--- src/hw/rtl/bis_pkg.sv ---
// ----------------------------------------------------------------------------
// bis_pkg
// Shared types and constants for the bounded identifier set.
// ----------------------------------------------------------------------------
`default_nettype none

package bis_pkg;

    // Set capacity and derived widths
    localparam int CAPACITY = 64;
    localparam int ADDR_W   = $clog2(CAPACITY);
    localparam int COUNT_W  = $clog2(CAPACITY + 1);
    localparam int ID_W     = 32;

    // Request codes
    localparam logic [1:0] REQ_INSERT = 2'd0;
    localparam logic [1:0] REQ_QUERY  = 2'd1;
    localparam logic [1:0] REQ_CLEAR  = 2'd2;

    // Request item
    typedef struct packed {
        logic [1:0]             req_type;
        logic signed [ID_W-1:0] object_id;
    } req_t;

    // Result item
    typedef struct packed {
        logic               found;
        logic               added;
        logic [COUNT_W-1:0] fill_count;
    } rsp_t;

    // Sequencer states
    typedef enum logic [1:0] {
        ST_IDLE,
        ST_SCAN,
        ST_FINISH
    } state_t;

endpackage

`default_nettype wire

--- src/hw/rtl/bounded_id_set_unit.sv ---
// ----------------------------------------------------------------------------
// bounded_id_set_unit
// Fixed-capacity identifier set with duplicate check, scanned one entry
// per cycle.
// ----------------------------------------------------------------------------
// An insert or query walks the held identifiers, and a match ends the scan
// early; clear and unused codes skip the scan. A result that is still held
// when the next item finishes keeps that item waiting until m_ready takes
// the result. The scan is bounded by the single read port of the identifier
// store, which the sequencer walks one entry per cycle in insertion order.
// The block takes one item at a time; the result waits in an output
// register, and the next item is accepted while it is still held there.
`default_nettype none

module bounded_id_set_unit (
    input  wire logic          aclk,
    input  wire logic          aresetn,
    input  wire logic          s_valid,
    output logic               s_ready,
    input  wire bis_pkg::req_t s_data,
    output logic               m_valid,
    input  wire logic          m_ready,
    output bis_pkg::rsp_t      m_data
);

    bis_pkg::state_t state_reg, state_next;

    logic [bis_pkg::COUNT_W-1:0] count_reg, count_next;
    logic [bis_pkg::COUNT_W-1:0] scan_addr_reg, scan_addr_next;
    logic                        pend_reg, pend_next;
    logic                        hit_reg, hit_next;
    logic [1:0]                  kind_reg;
    logic [bis_pkg::ID_W-1:0]    id_reg;
    logic                        m_valid_reg, m_valid_next;
    bis_pkg::rsp_t               m_data_reg, m_data_next;

    logic                        accept;
    logic                        match;
    logic                        issue;
    logic                        out_free;
    logic                        do_add;
    logic                        wr_en;
    logic [bis_pkg::ID_W-1:0]    rd_data;

    assign accept   = s_valid && s_ready;
    assign out_free = !m_valid_reg || m_ready;
    assign match    = pend_reg && (rd_data == id_reg);
    assign hit_next = (state_reg == bis_pkg::ST_SCAN) ? (hit_reg || match) : hit_reg;

    // Issue a read while entries remain and no match is seen
    assign issue  = (state_reg == bis_pkg::ST_SCAN) && (scan_addr_reg < count_reg)
                    && !hit_next;
    assign do_add = (kind_reg == bis_pkg::REQ_INSERT) && !hit_reg
                    && (count_reg < bis_pkg::COUNT_W'(bis_pkg::CAPACITY));

    // Next state
    always_comb begin
        state_next = state_reg;
        case (state_reg)
            bis_pkg::ST_IDLE: begin
                if (accept) begin
                    if (s_data.req_type inside {bis_pkg::REQ_INSERT, bis_pkg::REQ_QUERY}) begin
                        state_next = bis_pkg::ST_SCAN;
                    end else begin
                        state_next = bis_pkg::ST_FINISH;
                    end
                end
            end
            bis_pkg::ST_SCAN: begin
                if (!issue) begin
                    state_next = bis_pkg::ST_FINISH;
                end
            end
            bis_pkg::ST_FINISH: begin
                if (out_free) begin
                    state_next = bis_pkg::ST_IDLE;
                end
            end
            default: state_next = bis_pkg::ST_IDLE;
        endcase
    end

    // Outputs and datapath updates
    always_comb begin
        s_ready        = 1'b0;
        wr_en          = 1'b0;
        count_next     = count_reg;
        scan_addr_next = scan_addr_reg;
        pend_next      = 1'b0;
        m_valid_next   = m_valid_reg && !m_ready;
        m_data_next    = m_data_reg;
        case (state_reg)
            bis_pkg::ST_IDLE: begin
                s_ready        = 1'b1;
                scan_addr_next = '0;
            end
            bis_pkg::ST_SCAN: begin
                pend_next = issue;
                if (issue) begin
                    scan_addr_next = scan_addr_reg + 1'b1;
                end
            end
            bis_pkg::ST_FINISH: begin
                if (out_free) begin
                    m_valid_next = 1'b1;
                    case (kind_reg)
                        bis_pkg::REQ_INSERT: begin
                            wr_en = do_add;
                            if (do_add) begin
                                count_next = count_reg + 1'b1;
                            end
                            m_data_next.found = hit_reg;
                            m_data_next.added = do_add;
                        end
                        bis_pkg::REQ_QUERY: begin
                            m_data_next.found = hit_reg;
                            m_data_next.added = 1'b0;
                        end
                        bis_pkg::REQ_CLEAR: begin
                            count_next        = '0;
                            m_data_next.found = 1'b0;
                            m_data_next.added = 1'b0;
                        end
                        default: begin
                            m_data_next.found = 1'b0;
                            m_data_next.added = 1'b0;
                        end
                    endcase
                    m_data_next.fill_count = count_next;
                end
            end
            default: begin
                s_ready = 1'b0;
            end
        endcase
    end

    // Control registers
    always_ff @(posedge aclk) begin
        if (!aresetn) begin
            state_reg     <= bis_pkg::ST_IDLE;
            count_reg     <= '0;
            scan_addr_reg <= '0;
            pend_reg      <= 1'b0;
            hit_reg       <= 1'b0;
            m_valid_reg   <= 1'b0;
        end else begin
            state_reg     <= state_next;
            count_reg     <= count_next;
            scan_addr_reg <= scan_addr_next;
            pend_reg      <= pend_next;
            hit_reg       <= accept ? 1'b0 : hit_next;
            m_valid_reg   <= m_valid_next;
        end
    end

    // Payload registers
    always_ff @(posedge aclk) begin
        m_data_reg <= m_data_next;
        if (accept) begin
            kind_reg <= s_data.req_type;
            id_reg   <= s_data.object_id;
        end
    end

    bis_store u_store (
        .aclk    (aclk),
        .wr_en   (wr_en),
        .wr_addr (count_reg[bis_pkg::ADDR_W-1:0]),
        .wr_data (id_reg),
        .rd_en   (issue),
        .rd_addr (scan_addr_reg[bis_pkg::ADDR_W-1:0]),
        .rd_data (rd_data)
    );

    assign m_valid = m_valid_reg;
    assign m_data  = m_data_reg;

endmodule

`default_nettype wire

--- src/hw/rtl/bis_store.sv ---
// ----------------------------------------------------------------------------
// bis_store
// Identifier storage: one write port, one read port with registered data.
// ----------------------------------------------------------------------------
`default_nettype none

module bis_store (
    input  wire logic                        aclk,
    input  wire logic                        wr_en,
    input  wire logic [bis_pkg::ADDR_W-1:0]  wr_addr,
    input  wire logic [bis_pkg::ID_W-1:0]    wr_data,
    input  wire logic                        rd_en,
    input  wire logic [bis_pkg::ADDR_W-1:0]  rd_addr,
    output logic      [bis_pkg::ID_W-1:0]    rd_data
);

    logic [bis_pkg::ID_W-1:0] mem [bis_pkg::CAPACITY];

    // Write one entry
    always_ff @(posedge aclk) begin
        if (wr_en) begin
            mem[wr_addr] <= wr_data;
        end
    end

    // Read one entry, data registered
    always_ff @(posedge aclk) begin
        if (rd_en) begin
            rd_data <= mem[rd_addr];
        end
    end

endmodule

`default_nettype wire

--- config.mk ---
export PLATFORM = sky130hd
export DESIGN_NAME = bounded_id_set_unit
export DESIGN_NICKNAME = d
export VERILOG_FILES = /design/src/hw/rtl/bis_pkg.sv /design/src/hw/rtl/bounded_id_set_unit.sv /design/src/hw/rtl/bis_store.sv
export SDC_FILE = /design/constraint.sdc
export NUM_CORES = 2
export LEC_CHECK = 0
export ABC_AREA = 1
export BUFFER_PORTS_ARGS = -buffer_cell sky130_fd_sc_hd__buf_2
export CORE_ASPECT_RATIO = 1.25
export CORE_MARGIN = 3
export CORE_UTILIZATION = 60
export CTS_CLUSTER_DIAMETER = 150
export CTS_CLUSTER_SIZE = 12
export DETAILED_ROUTE_END_ITERATION = 16
export PLACE_DENSITY = 0.75
export SLEW_MARGIN = 20
export SYNTH_ARGS = -nofsm -noshare
export SYNTH_HDL_FRONTEND = slang
export SYNTH_SLANG_ARGS = --single-unit
--- constraint.sdc ---
create_clock -name aclk -period 4.93 [get_ports aclk]
set_input_delay 0.493 -clock aclk [delete_from_list [all_inputs] [get_ports aclk]]
set_output_delay 0.493 -clock aclk [all_outputs]
set_load 0.02 [all_outputs]
# ---- After elaboration in Yosys (flattened, before gate mapping)
# Memory sizes are Yosys's and may differ from the RTL's. A register that Yosys moved wholly into a read port is not among the register bits.
# Cells that the tools add are included.
dict set report totals {
  ff_bits 62
  mem_bits_rw 2048
  inputBits 38
  output_inout_bits 11
  elab_cells 69
  n_memories 1
}
# name depth width rd rd_clocked_by_memory_dff write_ports line
set mem_list {}
lappend mem_list {u_store.mem 64 32 1 1 1 bis_store.sv:17} ;# logic [bis_pkg::ID_W-1:0] mem [bis_pkg::CAPACITY];
dict set report classes {
  add_sub_neg 2
  order_cmp 2
  eq_ne 10
  n_mux 19
  bitwise_logic 1
  reduce_logical 23
}
# cell n
set op_table {}
lappend op_table {{equality test 32 bit} 1}
lappend op_table {{case mux 7 bit (2 select lines)} 2}
lappend op_table {{adder 7 x 1 -> 7 bit (second input constant)} 2}
lappend op_table {{two-way mux 7 bit} 2}
lappend op_table {{two-way mux 1 bit} 9}
lappend op_table {{two-way mux 2 bit} 4}
lappend op_table {{!= test 2 bit (second input constant)} 4}
lappend op_table {{logical AND 1 bit} 7}
lappend op_table {{< comparator 7 bit} 1}
lappend op_table {{< comparator 7 bit (second input constant)} 1}
lappend op_table {{equality test 2 x 1 -> 1 bit (second input constant)} 3}
lappend op_table {{zero test 2 bit} 3}
lappend op_table {{case mux 2 bit (3 select lines)} 1}
lappend op_table {{AND reduction 2 bit} 3}
lappend op_table {{equality test 2 bit (second input constant)} 2}
lappend op_table {{zero test 1 bit} 4}
lappend op_table {{case mux 2 bit (2 select lines)} 1}
lappend op_table {{nonzero test 2 bit} 2}
lappend op_table {{AND reduction 3 bit} 1}
lappend op_table {{logical OR 1 bit} 2}
lappend op_table {{OR reduction 2 bit} 1}
lappend op_table {{NOT 1 bit} 1}

# ---- Depth between registers and ports, before layout
dict set report logic_depth {
  depth_word 8
  ltp_mapped 13
}

# ---- Hierarchy
# A second synthesis with hierarchy kept.
dict set report hier_totals {
  hier_cells 7066
  hier_area_um2 85973.7
}
# module n_inst cells_each area_per_inst_um2 seq_area_each_um2
set modules_own_cells {}
lappend modules_own_cells {bis_store 1 6769 83058.4 62459.9}
lappend modules_own_cells {bounded_id_set_unit 1 297 2915.3 1671.6}

# ---- Worst setup path before layout
# OpenSTA, ideal clock, no wires.
dict set report synth_timing {
  path_kind {input -> register}
  start {input m_ready}
  end {memory u_store.mem[14][0] (netlist bit), enable pin}
  setup_ns 0.461
  arrival_ns 3.457
  t_required_ns 4.469
  path_slack_ns 1.012
  cell_stages 5
  path_cell_list {nor2_1 -> nor2_4 -> inv_2 -> buf_1 -> nor3_1}
}
dict set report synth_via {
  elab_chain_cells 5
}
# element line
set synth_lines {}
lappend synth_lines {{start, declared} bounded_id_set_unit.sv:22} ;# input wire logic m_ready,
lappend synth_lines {{logical OR 1 bit} bounded_id_set_unit.sv:46} ;# assign out_free = !m_valid_reg || m_ready;
lappend synth_lines {{two-way mux 1 bit} bounded_id_set_unit.sv:104} ;# if (out_free) begin
lappend synth_lines {{two-way mux 1 bit} bounded_id_set_unit.sv:92} ;# case (state_reg)
lappend synth_lines {{two-way mux 1 bit} bis_store.sv:21} ;# if (wr_en) begin
lappend synth_lines {{two-way mux 1 bit (not written as such)} bis_store.sv:22} ;# mem[wr_addr] <= wr_data;
lappend synth_lines {{end, declared} bis_store.sv:17}
# No other way between the ends.

# ---- Worst setup path in the final report
dict set report layout_timing {
  start {register state_reg[1]}
  end {memory u_store.mem[36][25] (netlist bit), enable pin}
}
dict set report layout_via {
  elab_chain_cells 4
}
# element line
set layout_lines {}
lappend layout_lines {{start, declared} bounded_id_set_unit.sv:26} ;# bis_pkg::state_t state_reg, state_next;
lappend layout_lines {{start signal, assigned} bounded_id_set_unit.sv:141} ;# state_reg <= bis_pkg::ST_IDLE;
lappend layout_lines {{start signal, assigned} bounded_id_set_unit.sv:148} ;# state_reg <= state_next;
lappend layout_lines {{equality test 2 bit} bounded_id_set_unit.sv:92}
lappend layout_lines {{two-way mux 1 bit} bounded_id_set_unit.sv:92}
lappend layout_lines {{two-way mux 1 bit} bis_store.sv:21}
lappend layout_lines {{two-way mux 1 bit (not written as such)} bis_store.sv:22}
# No other way between the ends.

==> impl_metrics.ini <==
[outcome]
status = complete, no violations

[setup_path]
path_class = reg2reg
worstSetupStartpointType = flop
critPathArrivalTime_ps = 4370
crit_required_ps = 5450
endpoint_kind = flop
critPathMaxFanout = 18

[floorplanning]
die_width_um = 340.4
die-area_um2 = 144400
coreArea_um2 = 138100
start_util_pct = 60.75
ioPinCount = 49
row_count = 152
die_h_um = 424.0

[cells_and_area]
drive_gt1_share_pct = 8.147
largest_reg_flops = 2048
nets = 6267
layout_common_cells = 2123 x edfxtp_1, 1158 x nor2_1, 1028 x o21ai_0
postLayoutCellArea_um2 = 92080
area_delta_synth_final_pct = 9.770
layout_commonest_cell = edfxtp_1

[synthesis]
synth-seq-cells = 2142
synth-main-ff-cell = edfxtp_1
synthXorXnorAreaFrac_pct = 0.3028
synth_nets = 6252
synthArstFlopShare_pct = 0
synth-edff-count = 2123
synth_cell_types = 39
synth_warnings = 0
syn_inst = 6206
avgSynthCellArea_um2 = 13.52
ys_seq_area_share_pct = 76.45
synthSimpleGateAreaFrac_pct = 8.733
synth-adder-area-share_pct = 0.1193
synth_area_um2 = 83880
synthMuxAreaShare_pct = 0
synth_compound_area_share_pct = 11.54
synth_top_family_by_area = compound AO/OA/AOI/OAI gates

[sta]
rsz0062_at_grt = false
relSlewSlack_pct = 24.88
hold_violations = 0
worst_pin_slew_ps = 1124
fin_ws_ps = 1085
final-max-slew-violation-count = 0
timing.setup.tns_ps = 0
period_minus_slack_ps = 3845
fmax_mhz = 260.1
finalCritPeriodShare_pct = 77.98
holdWs_ps = 275.3
clock_skew_ps = 30.19
setup_viol = 0

[global_route]
grt_pass1_wl_mm = 337.2
overflow = 0
antenna_found_initial = 9
grt_max_degree = 212
grt_pass1_vias = 51530
grt_util_all_layers_pct = 31.78

[cts]
root_buffer = clkbuf_16
clkLatencyLatePin_ps = 840
cts_tree = yes
cts.sinks = 2142
numCtsBuffers = 196
cts.htree.levels = 4
clk_pin_slew_ps = 70
clockBufferDepth = 3

[route]
dr.first_iter.drc_count = 8977
dr.pass1.iters = 7
avgRoutedWirePerCell_um = 28.55
num_vias = 54190
via_per_inst = 6.672
wl_mm = 231.9
ant_nets = 0
drcViolationCount = 0

[placed_design]
post_dp_cell_area_um2 = 86350
globalplace.congestion = 0.9692
dp_slack_ps = 1034
port_buffers = 48
hpwl_mm = 131.1

[flow_run]
cap_violations = 0

[pwr]
p_leak_uw = 0.02921
irDropWorstVdd_uv = 416.7
p_per_area_nw_per_um2 = 383.0

[hold_path]
hold_class = in2reg
-- Yosys cell counts, types with 15 or more instances --
library cell     n  area share (%)
buf_6           35            0.47
o22ai_1        292             2.2
clkbuf_1       243             1.1
nor2_1        1216             5.4
dfxtp_1         19            0.45
o221ai_1       126             1.3
inv_1           53            0.24
nor3_1          15           0.089
nand2_1        322             1.4
o211ai_1       129             1.2
xnor2_1         20            0.21
edfxtp_1      2123              76
nand3_1        247             1.5
buf_4           35            0.31
o21ai_1         32            0.19
o21ai_0       1028             6.1
nand4_1         22            0.16
a21oi_1         87            0.52
buf_2          103            0.61
-- metrics by stage --
step	cells	utilization (%)	total power, uW
5_1_grt	8121	66.69	36050
4_1_cts	8115	66.60	35260
6_report	8122	66.69	35270
2_1_floorplan	6206	-	21500
3_5_place_dp	7831	62.54	22170
3_3_place_gp	7828	62.48	22130
-- logic make-up after synthesis --
| family | count (synthesis) |
|---|---|
| buf+inv | 493 |
| xor+xnor | 29 |
| simple gates | 1834 |
| compound gates | 1700 |
| fa+ha+maj | 8 |
| flops | 2142 |
-- cell type report --
cell class              count  area [um^2]
inverters                  62        269.0
diodes                      2        5.005
clock buffers             238         5126
well taps                1848         2312
fillers                  9280        45990
multi-input cells        3571        17850
clock inverters            11        137.6
flip-flops and latches   2142        64140
repair buffers            248         2240
-- worst paths after layout --
| check | start | slack (ps) | cells after the start | to |
|---|---|---|---|---|
| setup / recovery | state_reg[1]$_SDFFE_PN0P_ | 1090 | 11 | u_store.mem[36][25]$_DFFE_PP_ |
| hold / removal | s_valid | 280 | 5 | state_reg[1]$_SDFFE_PN0P_ |
| setup reg to reg | state_reg[1]$_SDFFE_PN0P_ | 1090 | 11 | u_store.mem[36][25]$_DFFE_PP_ |
| hold reg to reg | hit_reg$_SDFF_PP0_ | 530 | 2 | hit_reg$_SDFF_PP0_ |
-- report_power, final --
part | switching, uW | internal (uW) | total (uW)
registers | 75.5 | 20200 | 20300
clock network | 6190 | 7210 | 13400
logic | 1280 | 316 | 1600
total | 7540 | 27700 | 35300
-- layer usage --
| metal | routed length, um | global-route usage (%) | vias up |
|---|---|---|---|
| met4 | 15190 | 18.58 | 6 |
| met1 | 80140 | 42.31 | 26630 |
| li1 | - | - | 23130 |
| met2 | 108200 | 49.26 | 3818 |
| met3 | 28250 | 6.350 | 603 |
| met5 | 34 | 0 | - |
-- timing repair --
action,in CTS,in global routing
buffers inserted,0,0
gates resized for setup,0,0
hold endpoints to repair,36,0
hold buffers,35,0
-- critical path, cell delays in order, from the launching register on --
cell and delay (ps):
dfxtp_1 380, inv_1 80, nor2_1 100, inv_1 100
nor2_4 370, inv_2 310, nor2_4 270, inv_2 70
nor2_2 190, nand3_2 620, nor2_4 680, buf_4 360
Power figures use the tool's default switching activity.
